### src/cwa_pkg.sv
package cwa_pkg;

    // Fixed field widths of the ports
    localparam int IN_W        = 16;
    localparam int AVAIL_W     = 20;
    localparam int PRIO_W      = 4;
    localparam int CFG_IDX_W   = 2;

    // Defaults for the top-level parameters
    localparam int DEF_MAX_SLOTS  = 16;
    localparam int DEF_SHARE_BITS = 16;

    // Configuration register indexes
    localparam logic [CFG_IDX_W-1:0] REG_AVAIL     = 2'd0;
    localparam logic [CFG_IDX_W-1:0] REG_PRIO_EN   = 2'd1;
    localparam logic [CFG_IDX_W-1:0] REG_PRIO_SLOT = 2'd2;

    typedef struct packed {
        logic [IN_W-1:0] slot_min;
        logic [IN_W-1:0] slot_ideal;
        logic [IN_W-1:0] slot_weight;
        logic            final_slot;
    } slot_in_t;

    typedef struct packed {
        logic [AVAIL_W-1:0] slot_share;
        logic               final_share;
    } share_out_t;

endpackage

### src/cwa_ram.sv
module cwa_ram #(
    parameter int WIDTH = 8,
    parameter int DEPTH = 16
) (
    input  logic                                   aclk,
    input  logic                                   we,
    input  logic [((DEPTH > 1) ? $clog2(DEPTH) : 1)-1:0] waddr,
    input  logic [WIDTH-1:0]                       wdata,
    input  logic [((DEPTH > 1) ? $clog2(DEPTH) : 1)-1:0] raddr,
    output logic [WIDTH-1:0]                       rdata
);

    logic [WIDTH-1:0] mem [DEPTH];

    // Write one entry, read one entry with registered data
    always_ff @(posedge aclk) begin
        if (we) begin
            mem[waddr] <= wdata;
        end
        rdata <= mem[raddr];
    end

endmodule

### src/cwa_div.sv
module cwa_div #(
    parameter int DVD_W = 36,
    parameter int DVS_W = 22
) (
    input  logic             aclk,
    input  logic             aresetn,
    input  logic             start,
    input  logic [DVD_W-1:0] dividend,
    input  logic [DVS_W-1:0] divisor,
    output logic             done,
    output logic [DVD_W-1:0] quotient,
    output logic [DVS_W-1:0] remainder
);

    localparam int STEP_W = $clog2(DVD_W + 1);

    logic              busy_reg, busy_next;
    logic              done_reg, done_next;
    logic [STEP_W-1:0] step_reg, step_next;
    logic [DVD_W-1:0]  quo_reg, quo_next;
    logic [DVS_W:0]    part_reg, part_next;
    logic [DVS_W:0]    trial;
    logic              fits;

    // Shift in one dividend bit and try one subtract per cycle
    assign trial = {part_reg[DVS_W-1:0], quo_reg[DVD_W-1]};
    assign fits  = trial >= {1'b0, divisor};

    always_comb begin
        busy_next = busy_reg;
        done_next = 1'b0;
        step_next = step_reg;
        quo_next  = quo_reg;
        part_next = part_reg;
        if (start) begin
            busy_next = 1'b1;
            step_next = STEP_W'(DVD_W);
            quo_next  = dividend;
            part_next = '0;
        end else if (busy_reg) begin
            part_next = fits ? (trial - {1'b0, divisor}) : trial;
            quo_next  = {quo_reg[DVD_W-2:0], fits};
            step_next = step_reg - 1'b1;
            if (step_reg == STEP_W'(1)) begin
                busy_next = 1'b0;
                done_next = 1'b1;
            end
        end
    end

    always_ff @(posedge aclk) begin
        if (!aresetn) begin
            busy_reg <= 1'b0;
            done_reg <= 1'b0;
            step_reg <= '0;
        end else begin
            busy_reg <= busy_next;
            done_reg <= done_next;
            step_reg <= step_next;
        end
    end

    always_ff @(posedge aclk) begin
        quo_reg  <= quo_next;
        part_reg <= part_next;
    end

    assign done      = done_reg;
    assign quotient  = quo_reg;
    assign remainder = part_reg[DVS_W-1:0];

endmodule

### src/capped_weighted_apportioner_core.sv
// Channel   Direction  Handshake              Payload
// s_        in         s_valid / s_ready      slot_in_t: min, ideal, weight, final flag
// m_        out        m_valid / m_ready      share_out_t: share, final flag
// cfg_      in         cfg_valid / cfg_ready  cfg_index, cfg_data (always ready)
//
// Slots load at one per cycle; the block stays ready until the final slot.
// A set of n slots is then summed and seeded, each capped round marks its members,
// each capped or weighted round runs every member through the shared divider,
// and leftover units are handed out one at a time, each after a scan for the best slot.
// Shares then leave in load order, each held until the receiver takes it.
// Reset is synchronous; no clearing pass is needed after it.
module capped_weighted_apportioner_core import cwa_pkg::*; #(
    parameter int MAX_SLOTS  = DEF_MAX_SLOTS,
    parameter int SHARE_BITS = DEF_SHARE_BITS
) (
    input  logic                 aclk,
    input  logic                 aresetn,
    input  logic                 s_valid,
    output logic                 s_ready,
    input  slot_in_t             s_data,
    output logic                 m_valid,
    input  logic                 m_ready,
    output share_out_t           m_data,
    input  logic                 cfg_valid,
    output logic                 cfg_ready,
    input  logic [CFG_IDX_W-1:0] cfg_index,
    input  logic [AVAIL_W-1:0]   cfg_data
);

    localparam int AW     = AVAIL_W;
    localparam int VAL_W  = (SHARE_BITS < IN_W) ? SHARE_BITS : IN_W;
    localparam int IDX_W  = (MAX_SLOTS > 1) ? $clog2(MAX_SLOTS) : 1;
    localparam int CNT_W  = $clog2(MAX_SLOTS + 1);
    localparam int SUM_W  = VAL_W + CNT_W;
    localparam int PROD_W = AW + VAL_W;
    localparam int CMP_W  = (SUM_W > AW) ? SUM_W : AW;

    localparam logic [4:0] ST_LOAD      = 5'd0;
    localparam logic [4:0] ST_SUM_RD    = 5'd1;
    localparam logic [4:0] ST_SUM_USE   = 5'd2;
    localparam logic [4:0] ST_DECIDE    = 5'd3;
    localparam logic [4:0] ST_INIT_RD   = 5'd4;
    localparam logic [4:0] ST_INIT_USE  = 5'd5;
    localparam logic [4:0] ST_PRI_RD    = 5'd6;
    localparam logic [4:0] ST_PRI_USE   = 5'd7;
    localparam logic [4:0] ST_ROUND     = 5'd8;
    localparam logic [4:0] ST_ACT_RD    = 5'd9;
    localparam logic [4:0] ST_ACT_USE   = 5'd10;
    localparam logic [4:0] ST_ACT_END   = 5'd11;
    localparam logic [4:0] ST_DIV_RD    = 5'd12;
    localparam logic [4:0] ST_DIV_MUL   = 5'd13;
    localparam logic [4:0] ST_DIV_START = 5'd14;
    localparam logic [4:0] ST_DIV_WAIT  = 5'd15;
    localparam logic [4:0] ST_TIE_PREP  = 5'd16;
    localparam logic [4:0] ST_TIE_RD    = 5'd17;
    localparam logic [4:0] ST_TIE_USE   = 5'd18;
    localparam logic [4:0] ST_TIE_PICK  = 5'd19;
    localparam logic [4:0] ST_INC_RD    = 5'd20;
    localparam logic [4:0] ST_INC_USE   = 5'd21;
    localparam logic [4:0] ST_ROUND_END = 5'd22;
    localparam logic [4:0] ST_SPREAD    = 5'd23;
    localparam logic [4:0] ST_EM_RD     = 5'd24;
    localparam logic [4:0] ST_EM_LD     = 5'd25;
    localparam logic [4:0] ST_EM_WAIT   = 5'd26;

    localparam logic [1:0] MODE_MIN = 2'd0;
    localparam logic [1:0] MODE_FIT = 2'd1;
    localparam logic [1:0] MODE_CAP = 2'd2;

    // Control registers
    logic [4:0]        state_reg, state_next;
    logic [CNT_W-1:0]  cnt_reg, cnt_next;
    logic              m_valid_reg, m_valid_next;
    logic [AW-1:0]     avail_reg, avail_next;
    logic              prio_en_reg, prio_en_next;
    logic [PRIO_W-1:0] prio_slot_reg, prio_slot_next;

    // Working registers
    logic [IDX_W-1:0]     idx_reg, idx_next;
    logic [1:0]           mode_reg, mode_next;
    logic                 spread_reg, spread_next;
    logic [SUM_W-1:0]     min_sum_reg, min_sum_next;
    logic [SUM_W-1:0]     ideal_sum_reg, ideal_sum_next;
    logic [SUM_W-1:0]     wsum_reg, wsum_next;
    logic [SUM_W-1:0]     csum_reg, csum_next;
    logic [AW-1:0]        rem_reg, rem_next;
    logic [AW-1:0]        used_reg, used_next;
    logic                 prio_ok_reg, prio_ok_next;
    logic [IDX_W-1:0]     prio_idx_reg, prio_idx_next;
    logic                 any_reg, any_next;
    logic                 found_reg, found_next;
    logic [SUM_W-1:0]     best_r_reg, best_r_next;
    logic [VAL_W-1:0]     best_w_reg, best_w_next;
    logic [IDX_W-1:0]     best_idx_reg, best_idx_next;
    logic [MAX_SLOTS-1:0] active_reg, active_next;
    logic [MAX_SLOTS-1:0] chosen_reg, chosen_next;
    logic [PROD_W-1:0]    prod_reg, prod_next;
    share_out_t           m_data_reg, m_data_next;

    // Memory ports
    logic                 slot_we;
    logic [3*VAL_W-1:0]   slot_wd, slot_rd;
    logic                 share_we;
    logic [AW-1:0]        share_wd, share_rd;
    logic                 remst_we;
    logic [SUM_W-1:0]     remst_rd;

    // Divider ports
    logic                 div_start;
    logic                 div_done;
    logic [PROD_W-1:0]    div_quo;
    logic [SUM_W-1:0]     div_rem;
    logic [SUM_W-1:0]     divisor;

    // Decoded read data and helpers
    logic [VAL_W-1:0]     rd_min, rd_ideal, rd_weight, cap_val, weff, need;
    logic [AW-1:0]        room, quo_q, q_final, grant;
    logic                 last, is_prio, share_lt_ideal, member, cand, better;
    logic [CMP_W-1:0]     avail_c, min_c, ideal_c;

    assign rd_min    = slot_rd[3*VAL_W-1 -: VAL_W];
    assign rd_ideal  = slot_rd[2*VAL_W-1 -: VAL_W];
    assign rd_weight = slot_rd[VAL_W-1:0];

    assign last           = (32'(idx_reg) + 32'd1) == 32'(cnt_reg);
    assign is_prio        = prio_ok_reg && (idx_reg == prio_idx_reg);
    assign share_lt_ideal = share_rd < AW'(rd_ideal);
    assign cap_val        = rd_ideal - rd_min;
    assign need           = (rd_ideal > rd_min) ? cap_val : '0;
    assign grant          = (AW'(need) < rem_reg) ? AW'(need) : rem_reg;
    assign weff           = spread_reg ? ((wsum_reg == '0) ? VAL_W'(1) : rd_weight) : cap_val;
    assign member         = spread_reg || active_reg[idx_reg];
    assign room           = AW'(rd_ideal) - share_rd;
    assign quo_q          = div_quo[AW-1:0];
    assign q_final        = (!spread_reg && (quo_q > room)) ? room : quo_q;
    assign divisor        = spread_reg ? ((wsum_reg == '0) ? SUM_W'(cnt_reg) : wsum_reg)
                                       : csum_reg;
    assign cand           = member && !chosen_reg[idx_reg];
    assign better         = !found_reg || (remst_rd > best_r_reg) ||
                            ((remst_rd == best_r_reg) && (weff > best_w_reg));
    assign avail_c        = CMP_W'(avail_reg);
    assign min_c          = CMP_W'(min_sum_reg);
    assign ideal_c        = CMP_W'(ideal_sum_reg);

    assign slot_wd = {s_data.slot_min[VAL_W-1:0], s_data.slot_ideal[VAL_W-1:0],
                      s_data.slot_weight[VAL_W-1:0]};

    // Sequencer
    always_comb begin
        state_next     = state_reg;
        cnt_next       = cnt_reg;
        m_valid_next   = m_valid_reg;
        avail_next     = avail_reg;
        prio_en_next   = prio_en_reg;
        prio_slot_next = prio_slot_reg;
        idx_next       = idx_reg;
        mode_next      = mode_reg;
        spread_next    = spread_reg;
        min_sum_next   = min_sum_reg;
        ideal_sum_next = ideal_sum_reg;
        wsum_next      = wsum_reg;
        csum_next      = csum_reg;
        rem_next       = rem_reg;
        used_next      = used_reg;
        prio_ok_next   = prio_ok_reg;
        prio_idx_next  = prio_idx_reg;
        any_next       = any_reg;
        found_next     = found_reg;
        best_r_next    = best_r_reg;
        best_w_next    = best_w_reg;
        best_idx_next  = best_idx_reg;
        active_next    = active_reg;
        chosen_next    = chosen_reg;
        prod_next      = prod_reg;
        m_data_next    = m_data_reg;
        slot_we        = 1'b0;
        share_we       = 1'b0;
        share_wd       = share_rd;
        remst_we       = 1'b0;
        div_start      = 1'b0;

        // Take configuration writes
        if (cfg_valid) begin
            case (cfg_index)
                REG_AVAIL:     avail_next     = cfg_data;
                REG_PRIO_EN:   prio_en_next   = cfg_data[0];
                REG_PRIO_SLOT: prio_slot_next = cfg_data[PRIO_W-1:0];
                default: ;
            endcase
        end

        case (state_reg)
            // Store slots; drop those beyond capacity
            ST_LOAD: begin
                if (s_valid) begin
                    if (32'(cnt_reg) < MAX_SLOTS) begin
                        slot_we  = 1'b1;
                        cnt_next = cnt_reg + 1'b1;
                    end
                    if (s_data.final_slot) begin
                        idx_next       = '0;
                        min_sum_next   = '0;
                        ideal_sum_next = '0;
                        wsum_next      = '0;
                        state_next     = ST_SUM_RD;
                    end
                end
            end
            ST_SUM_RD: state_next = ST_SUM_USE;
            // Accumulate the three sums
            ST_SUM_USE: begin
                min_sum_next   = min_sum_reg + SUM_W'(rd_min);
                ideal_sum_next = ideal_sum_reg + SUM_W'(rd_ideal);
                wsum_next      = wsum_reg + SUM_W'(rd_weight);
                if (last) begin
                    state_next = ST_DECIDE;
                end else begin
                    idx_next   = idx_reg + 1'b1;
                    state_next = ST_SUM_RD;
                end
            end
            // Pick the case and the amount to hand out
            ST_DECIDE: begin
                if (avail_c <= min_c) begin
                    mode_next = MODE_MIN;
                end else if (ideal_c <= avail_c) begin
                    mode_next = MODE_FIT;
                    rem_next  = AW'(avail_c - ideal_c);
                end else begin
                    mode_next = MODE_CAP;
                    rem_next  = AW'(avail_c - min_c);
                end
                prio_ok_next  = prio_en_reg && (32'(prio_slot_reg) < 32'(cnt_reg));
                prio_idx_next = IDX_W'(prio_slot_reg);
                spread_next   = 1'b0;
                idx_next      = '0;
                state_next    = ST_INIT_RD;
            end
            ST_INIT_RD: state_next = ST_INIT_USE;
            // Seed each share with its ideal or its minimum
            ST_INIT_USE: begin
                share_we = 1'b1;
                share_wd = (mode_reg == MODE_FIT) ? AW'(rd_ideal) : AW'(rd_min);
                if (!last) begin
                    idx_next   = idx_reg + 1'b1;
                    state_next = ST_INIT_RD;
                end else begin
                    case (mode_reg)
                        MODE_MIN: begin
                            idx_next   = '0;
                            state_next = ST_EM_RD;
                        end
                        MODE_FIT: state_next = ST_SPREAD;
                        default: begin
                            if (prio_ok_reg) begin
                                idx_next   = prio_idx_reg;
                                state_next = ST_PRI_RD;
                            end else begin
                                state_next = ST_ROUND;
                            end
                        end
                    endcase
                end
            end
            ST_PRI_RD: state_next = ST_PRI_USE;
            // Raise the priority slot toward its ideal
            ST_PRI_USE: begin
                share_we   = 1'b1;
                share_wd   = AW'(rd_min) + grant;
                rem_next   = rem_reg - grant;
                state_next = ST_ROUND;
            end
            // Open one capped round
            ST_ROUND: begin
                if (rem_reg == '0) begin
                    state_next = ST_SPREAD;
                end else begin
                    idx_next   = '0;
                    any_next   = 1'b0;
                    csum_next  = '0;
                    state_next = ST_ACT_RD;
                end
            end
            ST_ACT_RD: state_next = ST_ACT_USE;
            // Mark slots other than the priority slot still below their ideal
            ST_ACT_USE: begin
                active_next[idx_reg] = !is_prio && share_lt_ideal;
                if (!is_prio && share_lt_ideal) begin
                    any_next  = 1'b1;
                    csum_next = csum_reg + SUM_W'(cap_val);
                end
                if (last) begin
                    state_next = ST_ACT_END;
                end else begin
                    idx_next   = idx_reg + 1'b1;
                    state_next = ST_ACT_RD;
                end
            end
            ST_ACT_END: begin
                if (!any_reg) begin
                    state_next = ST_SPREAD;
                end else begin
                    idx_next   = '0;
                    used_next  = '0;
                    state_next = ST_DIV_RD;
                end
            end
            ST_DIV_RD: state_next = ST_DIV_MUL;
            // Form amount times weight, or skip a non-member
            ST_DIV_MUL: begin
                if (member) begin
                    prod_next  = PROD_W'(rem_reg) * PROD_W'(weff);
                    state_next = ST_DIV_START;
                end else if (last) begin
                    state_next = ST_TIE_PREP;
                end else begin
                    idx_next   = idx_reg + 1'b1;
                    state_next = ST_DIV_RD;
                end
            end
            ST_DIV_START: begin
                div_start  = 1'b1;
                state_next = ST_DIV_WAIT;
            end
            // Add the floor share and keep the remainder
            ST_DIV_WAIT: begin
                if (div_done) begin
                    share_we  = 1'b1;
                    share_wd  = share_rd + q_final;
                    remst_we  = 1'b1;
                    used_next = used_reg + q_final;
                    if (last) begin
                        state_next = ST_TIE_PREP;
                    end else begin
                        idx_next   = idx_reg + 1'b1;
                        state_next = ST_DIV_RD;
                    end
                end
            end
            // Start handing out leftover units
            ST_TIE_PREP: begin
                if (used_reg == rem_reg) begin
                    state_next = ST_ROUND_END;
                end else begin
                    chosen_next = '0;
                    found_next  = 1'b0;
                    idx_next    = '0;
                    state_next  = ST_TIE_RD;
                end
            end
            ST_TIE_RD: state_next = ST_TIE_USE;
            // Track the best unchosen member
            ST_TIE_USE: begin
                if (cand && better) begin
                    found_next    = 1'b1;
                    best_r_next   = remst_rd;
                    best_w_next   = weff;
                    best_idx_next = idx_reg;
                end
                if (last) begin
                    state_next = ST_TIE_PICK;
                end else begin
                    idx_next   = idx_reg + 1'b1;
                    state_next = ST_TIE_RD;
                end
            end
            ST_TIE_PICK: begin
                if (!found_reg) begin
                    state_next = ST_ROUND_END;
                end else begin
                    chosen_next[best_idx_reg] = 1'b1;
                    idx_next   = best_idx_reg;
                    state_next = ST_INC_RD;
                end
            end
            ST_INC_RD: state_next = ST_INC_USE;
            // Give one unit, capped rounds only below the ideal
            ST_INC_USE: begin
                if (spread_reg || share_lt_ideal) begin
                    share_we  = 1'b1;
                    share_wd  = share_rd + 1'b1;
                    used_next = used_reg + 1'b1;
                end
                if ((spread_reg || share_lt_ideal) && (used_reg + 1'b1 == rem_reg)) begin
                    state_next = ST_ROUND_END;
                end else begin
                    found_next = 1'b0;
                    idx_next   = '0;
                    state_next = ST_TIE_RD;
                end
            end
            // Close the round and take out what was used
            ST_ROUND_END: begin
                if (spread_reg) begin
                    idx_next   = '0;
                    state_next = ST_EM_RD;
                end else if (used_reg == '0) begin
                    state_next = ST_SPREAD;
                end else begin
                    rem_next   = rem_reg - used_reg;
                    state_next = ST_ROUND;
                end
            end
            // Split any rest by weight
            ST_SPREAD: begin
                idx_next = '0;
                if (rem_reg == '0) begin
                    state_next = ST_EM_RD;
                end else begin
                    spread_next = 1'b1;
                    used_next   = '0;
                    state_next  = ST_DIV_RD;
                end
            end
            ST_EM_RD: state_next = ST_EM_LD;
            ST_EM_LD: begin
                m_data_next.slot_share  = share_rd;
                m_data_next.final_share = last;
                m_valid_next            = 1'b1;
                state_next              = ST_EM_WAIT;
            end
            // Hold the item until taken
            ST_EM_WAIT: begin
                if (m_ready) begin
                    m_valid_next = 1'b0;
                    if (m_data_reg.final_share) begin
                        cnt_next   = '0;
                        state_next = ST_LOAD;
                    end else begin
                        idx_next   = idx_reg + 1'b1;
                        state_next = ST_EM_RD;
                    end
                end
            end
            default: state_next = ST_LOAD;
        endcase
    end

    always_ff @(posedge aclk) begin
        if (!aresetn) begin
            state_reg     <= ST_LOAD;
            cnt_reg       <= '0;
            m_valid_reg   <= 1'b0;
            avail_reg     <= '0;
            prio_en_reg   <= 1'b0;
            prio_slot_reg <= '0;
        end else begin
            state_reg     <= state_next;
            cnt_reg       <= cnt_next;
            m_valid_reg   <= m_valid_next;
            avail_reg     <= avail_next;
            prio_en_reg   <= prio_en_next;
            prio_slot_reg <= prio_slot_next;
        end
    end

    always_ff @(posedge aclk) begin
        idx_reg       <= idx_next;
        mode_reg      <= mode_next;
        spread_reg    <= spread_next;
        min_sum_reg   <= min_sum_next;
        ideal_sum_reg <= ideal_sum_next;
        wsum_reg      <= wsum_next;
        csum_reg      <= csum_next;
        rem_reg       <= rem_next;
        used_reg      <= used_next;
        prio_ok_reg   <= prio_ok_next;
        prio_idx_reg  <= prio_idx_next;
        any_reg       <= any_next;
        found_reg     <= found_next;
        best_r_reg    <= best_r_next;
        best_w_reg    <= best_w_next;
        best_idx_reg  <= best_idx_next;
        active_reg    <= active_next;
        chosen_reg    <= chosen_next;
        prod_reg      <= prod_next;
        m_data_reg    <= m_data_next;
    end

    cwa_ram #(.WIDTH(3 * VAL_W), .DEPTH(MAX_SLOTS)) u_slot_ram (
        .aclk  (aclk),
        .we    (slot_we),
        .waddr (cnt_reg[IDX_W-1:0]),
        .wdata (slot_wd),
        .raddr (idx_reg),
        .rdata (slot_rd)
    );

    cwa_ram #(.WIDTH(AW), .DEPTH(MAX_SLOTS)) u_share_ram (
        .aclk  (aclk),
        .we    (share_we),
        .waddr (idx_reg),
        .wdata (share_wd),
        .raddr (idx_reg),
        .rdata (share_rd)
    );

    cwa_ram #(.WIDTH(SUM_W), .DEPTH(MAX_SLOTS)) u_remst_ram (
        .aclk  (aclk),
        .we    (remst_we),
        .waddr (idx_reg),
        .wdata (div_rem),
        .raddr (idx_reg),
        .rdata (remst_rd)
    );

    cwa_div #(.DVD_W(PROD_W), .DVS_W(SUM_W)) u_div (
        .aclk      (aclk),
        .aresetn   (aresetn),
        .start     (div_start),
        .dividend  (prod_reg),
        .divisor   (divisor),
        .done      (div_done),
        .quotient  (div_quo),
        .remainder (div_rem)
    );

    assign s_ready   = (state_reg == ST_LOAD);
    assign m_valid   = m_valid_reg;
    assign m_data    = m_data_reg;
    assign cfg_ready = 1'b1;

endmodule

### config.mk
export PLATFORM = sky130hd
export DESIGN_NAME = capped_weighted_apportioner_core
export DESIGN_NICKNAME = d
export VERILOG_FILES = /design/src/cwa_pkg.sv /design/src/cwa_ram.sv /design/src/cwa_div.sv /design/src/capped_weighted_apportioner_core.sv
export SDC_FILE = /design/constraint.sdc
export NUM_CORES = 2
export LEC_CHECK = 0
export BUFFER_PORTS_ARGS = -buffer_cell sky130_fd_sc_hd__buf_2
export CAP_MARGIN = 20
export CORE_ASPECT_RATIO = 0.8
export CORE_MARGIN = 1
export CORE_UTILIZATION = 60
export DETAILED_ROUTE_END_ITERATION = 7
export HOLD_SLACK_MARGIN = 0.06
export PLACE_DENSITY = 0.88
export SLEW_MARGIN = 20
export SYNTH_ARGS = -nofsm -noshare
export SYNTH_HDL_FRONTEND = slang
export SYNTH_SLANG_ARGS = --single-unit
### constraint.sdc
create_clock -name aclk -period 18.6 [get_ports aclk]
set_clock_uncertainty 0.2 [all_clocks]
set_input_delay 3.72 -clock aclk [delete_from_list [all_inputs] [get_ports aclk]]
set_output_delay 3.72 -clock aclk [all_outputs]
set_load 0.01 [all_outputs]
==> impl_metrics.json <==
{
  "status": "finished, final reports clean",
  "die_extent_in_y_um": 360.2,
  "grt_pass1_wl_um": 427500,
  "grt_start_max_net_pins": 148,
  "ctsResizeCount": 0,
  "mappedNetlistArea_um2": 96220,
  "post_route_cells_drive_above_1_share_pct": 15.62,
  "worst_setup_hold_path_clk_slew_ps": 60,
  "grt-ovfl-total": 0,
  "yosys.area_share.adder_pct": 11.49,
  "hold_viol": 0,
  "warnings_synthesis": 0,
  "vias_per_cell": 6.901,
  "firstDrtPassIters": 6,
  "via_count": 63560,
  "synthSimpleGateAreaFrac_pct": 7.256,
  "totalNegativeSetupSlack_ps": 0,
  "synthDominantCellAreaShare_pct": 53.93,
  "synth.distinct_cells": 105,
  "cpMaxStageDelayCell": "sky130_fd_sc_hd__nor3_1",
  "fraction_of_the_mapped_netlist_area_in_compound_gates_pct": 6.854,
  "post_cts.repair.setup_buffers": 0,
  "final_wirelength_um": 294700,
  "seq_area_frac_synth_pct": 57.13,
  "timing.critical_path.arrival_ps": 9980,
  "ys_seq_elements": 1882,
  "final.hold.worst_slack_ps": 239.6,
  "ant_nets": 0,
  "timing_max_transition_violations_final": 0,
  "crit_path_frequent_cell": "sky130_fd_sc_hd__o21ai_0",
  "slew-limit-headroom_pct": 18.00,
  "finalSetupViolations": 0,
  "floorplan.die.width_um": 449.7,
  "final_core_util_pct": 66.39,
  "critical_path.max_stage_delay_ps": 860,
  "worstSetupStartpointType": "flop",
  "top_level_ports": 100,
  "synth.cells.most_frequent": "sky130_fd_sc_hd__edfxtp_1 (1728), sky130_fd_sc_hd__nand2_1 (587), sky130_fd_sc_hd__inv_1 (530)",
  "post_drt_wl_per_cell_um": 32.00,
  "async_flop_share_pct": 0,
  "synthMostInstantiatedCell": "sky130_fd_sc_hd__edfxtp_1",
  "synth-main-ff-cell": "sky130_fd_sc_hd__edfxtp_1",
  "setup.worst_path.class": "reg -> reg",
  "first_global_vias": 63600,
  "port-buffer-count": 98,
  "core.rowCount": 131,
  "ctsHoldBuffers": 0,
  "combinational_family_with_the_most_area_after_synthesis": "multiplexers",
  "coreArea_um2": 159300,
  "post_synth.cell_area_avg_um2": 14.23,
  "drt_first_iter_violations": 9557,
  "worstPathRequired_ps": 18900,
  "gpl.final_weighted_congestion": 1.110,
  "tritoncts_num_sinks": 1882,
  "netlist_top_cells_area": "sky130_fd_sc_hd__edfxtp_1 (54%), sky130_fd_sc_hd__mux4_2 (11%), sky130_fd_sc_hd__ha_1 (6.0%)",
  "max_flop_register": "u_slot_ram.mem",
  "syn_to_final_growth_pct": 9.925,
  "tritoncts": "built",
  "floorplan.initialDensity_pct": 60.40,
  "nature_of_the_critical_path_endpoint": "flop",
  "largest_register_ffs": 768,
  "h_tree_levels": 4,
  "finalWorstPathRequiredPeriod_ps": 9683,
  "yosysTopAreaCell": "sky130_fd_sc_hd__edfxtp_1",
  "layout_top_registers": "u_slot_ram.mem x768, u_remst_ram.mem x336, u_share_ram.mem x320",
  "pin_slew_with_the_least_headroom_to_its_limit_ps": 1217,
  "maxClockFrequency_mhz": 103.3,
  "detail_route.drc_violations": 0,
  "post_synth_inst_count": 6762,
  "antenna_found_initial": 38,
  "place.detailed.hpwl_um": 187200,
  "die_area_um2": 162000,
  "cts_root_buffer": "sky130_fd_sc_hd__clkbuf_16",
  "post_synth_xor_area_fraction_pct": 2.519,
  "muxShareOfSynthArea_pct": 11.55,
  "cts_inserted_buffers": 174,
  "synth_nets": 7563,
  "final_net_count": 7710,
  "holdCritPathClass": "reg -> reg",
  "rsz0062_at_grt": "no",
  "path_max_fanout": 16,
  "clock_insertion_delay_worst_skew_ps": 860,
  "grt.total_usage_pct": 36.30,
  "max_cap_violations": 0,
  "post_synth_edffs": 1728,
  "layout.filler_cells": 10410,
  "timing.final.crit_share_pct": 52.06,
  "cts-root-to-sink-buffers": 3
}
-- final timing paths --
check	startpoint	depth (start not counted)	to	slack [ps]
hold reg to reg	u_remst_ram.rdata[3]	0	best_r_reg[3]	240
setup reg to reg	u_share_ram.rdata[5]	30	u_share_ram.mem[1][18]	8920
setup / recovery	u_share_ram.rdata[5]	30	u_share_ram.mem[1][18]	8920
hold / removal	u_remst_ram.rdata[3]	0	best_r_reg[3]	240
-- metal layers --
metal / vias up / GRT usage [%] / part of all wire, %
met2: 5192 / 55.90 / 46
met1: 31580 / 47.67 / 35
li1: 25560 / - / -
met4: 26 / 18.90 / 6.1
met5: - / 0 / 0.060
met3: 1204 / 9.660 / 13
-- kinds of logic (layout without fill, tap and decap cells) --
| family | after synthesis | in the layout |
|---|---|---|
| AND/OR/NAND/NOR | 1506 | 1506 |
| multiplexers | 539 | 539 |
| flip-flops | 1882 | 1882 |
| adder cells (fa/ha/maj) | 726 | 726 |
| other | 1 | 24 |
| AO/OA/AOI/OAI | 1023 | 1023 |
| XOR/XNOR | 275 | 275 |
| buffers and inverters | 810 | 1108 |
-- critical path, delay by kind of cell, from the launching register on --
| kind | cells | cell delay [ps] |
|---|---|---|
| AO/OA/AOI/OAI | 15 | 4210 |
| AND/OR/NAND/NOR | 9 | 2180 |
| adder cells (fa/ha/maj) | 3 | 1340 |
| flip-flops | 1 | 610 |
| buffers and inverters | 2 | 560 |
| XOR/XNOR | 1 | 210 |
-- cells in the final DEF (no fill, tap or decap), drive strengths merged, types with 116 or more instances in the layout --
cell type	instances
o21ai	241
ha	462
nand2	589
dfxtp	154
clkbuf	236
edfxtp	1728
and2	116
a21oi	287
fa	263
inv	538
nor2	383
mux4	455
xnor2	167
buf	248
-- layout make-up --
cell class | instances | area, µm² | area share [%]
flip-flops and latches | 1882 | 54970 | 51.97
diodes | 23 | 57.56 | 0.05441
clock inverters | 92 | 973.4 | 0.9203
inverters | 532 | 1997 | 1.888
repair buffers | 249 | 1657 | 1.566
clock buffers | 235 | 4840 | 4.575
well taps | 2128 | 2663 | 2.517
multi-input cells | 4070 | 38620 | 36.51
-- stage by stage --
| stage | setup slack [ps] | instances | area (µm²) |
|---|---|---|---|
| after floorplan | 9341 | 6762 | 96220 |
| after global placement | 9048 | 8859 | 99840 |
| after detailed placement | 8978 | 8859 | 99860 |
| after CTS | 8842 | 9186 | 105700 |
| after global routing | 8382 | 9199 | 105700 |
| final | 8917 | 9211 | 105800 |
Power is left out: the tool's default activity adds up to more than one toggle a clock period on the data nets, which glitch-free logic cannot reach.
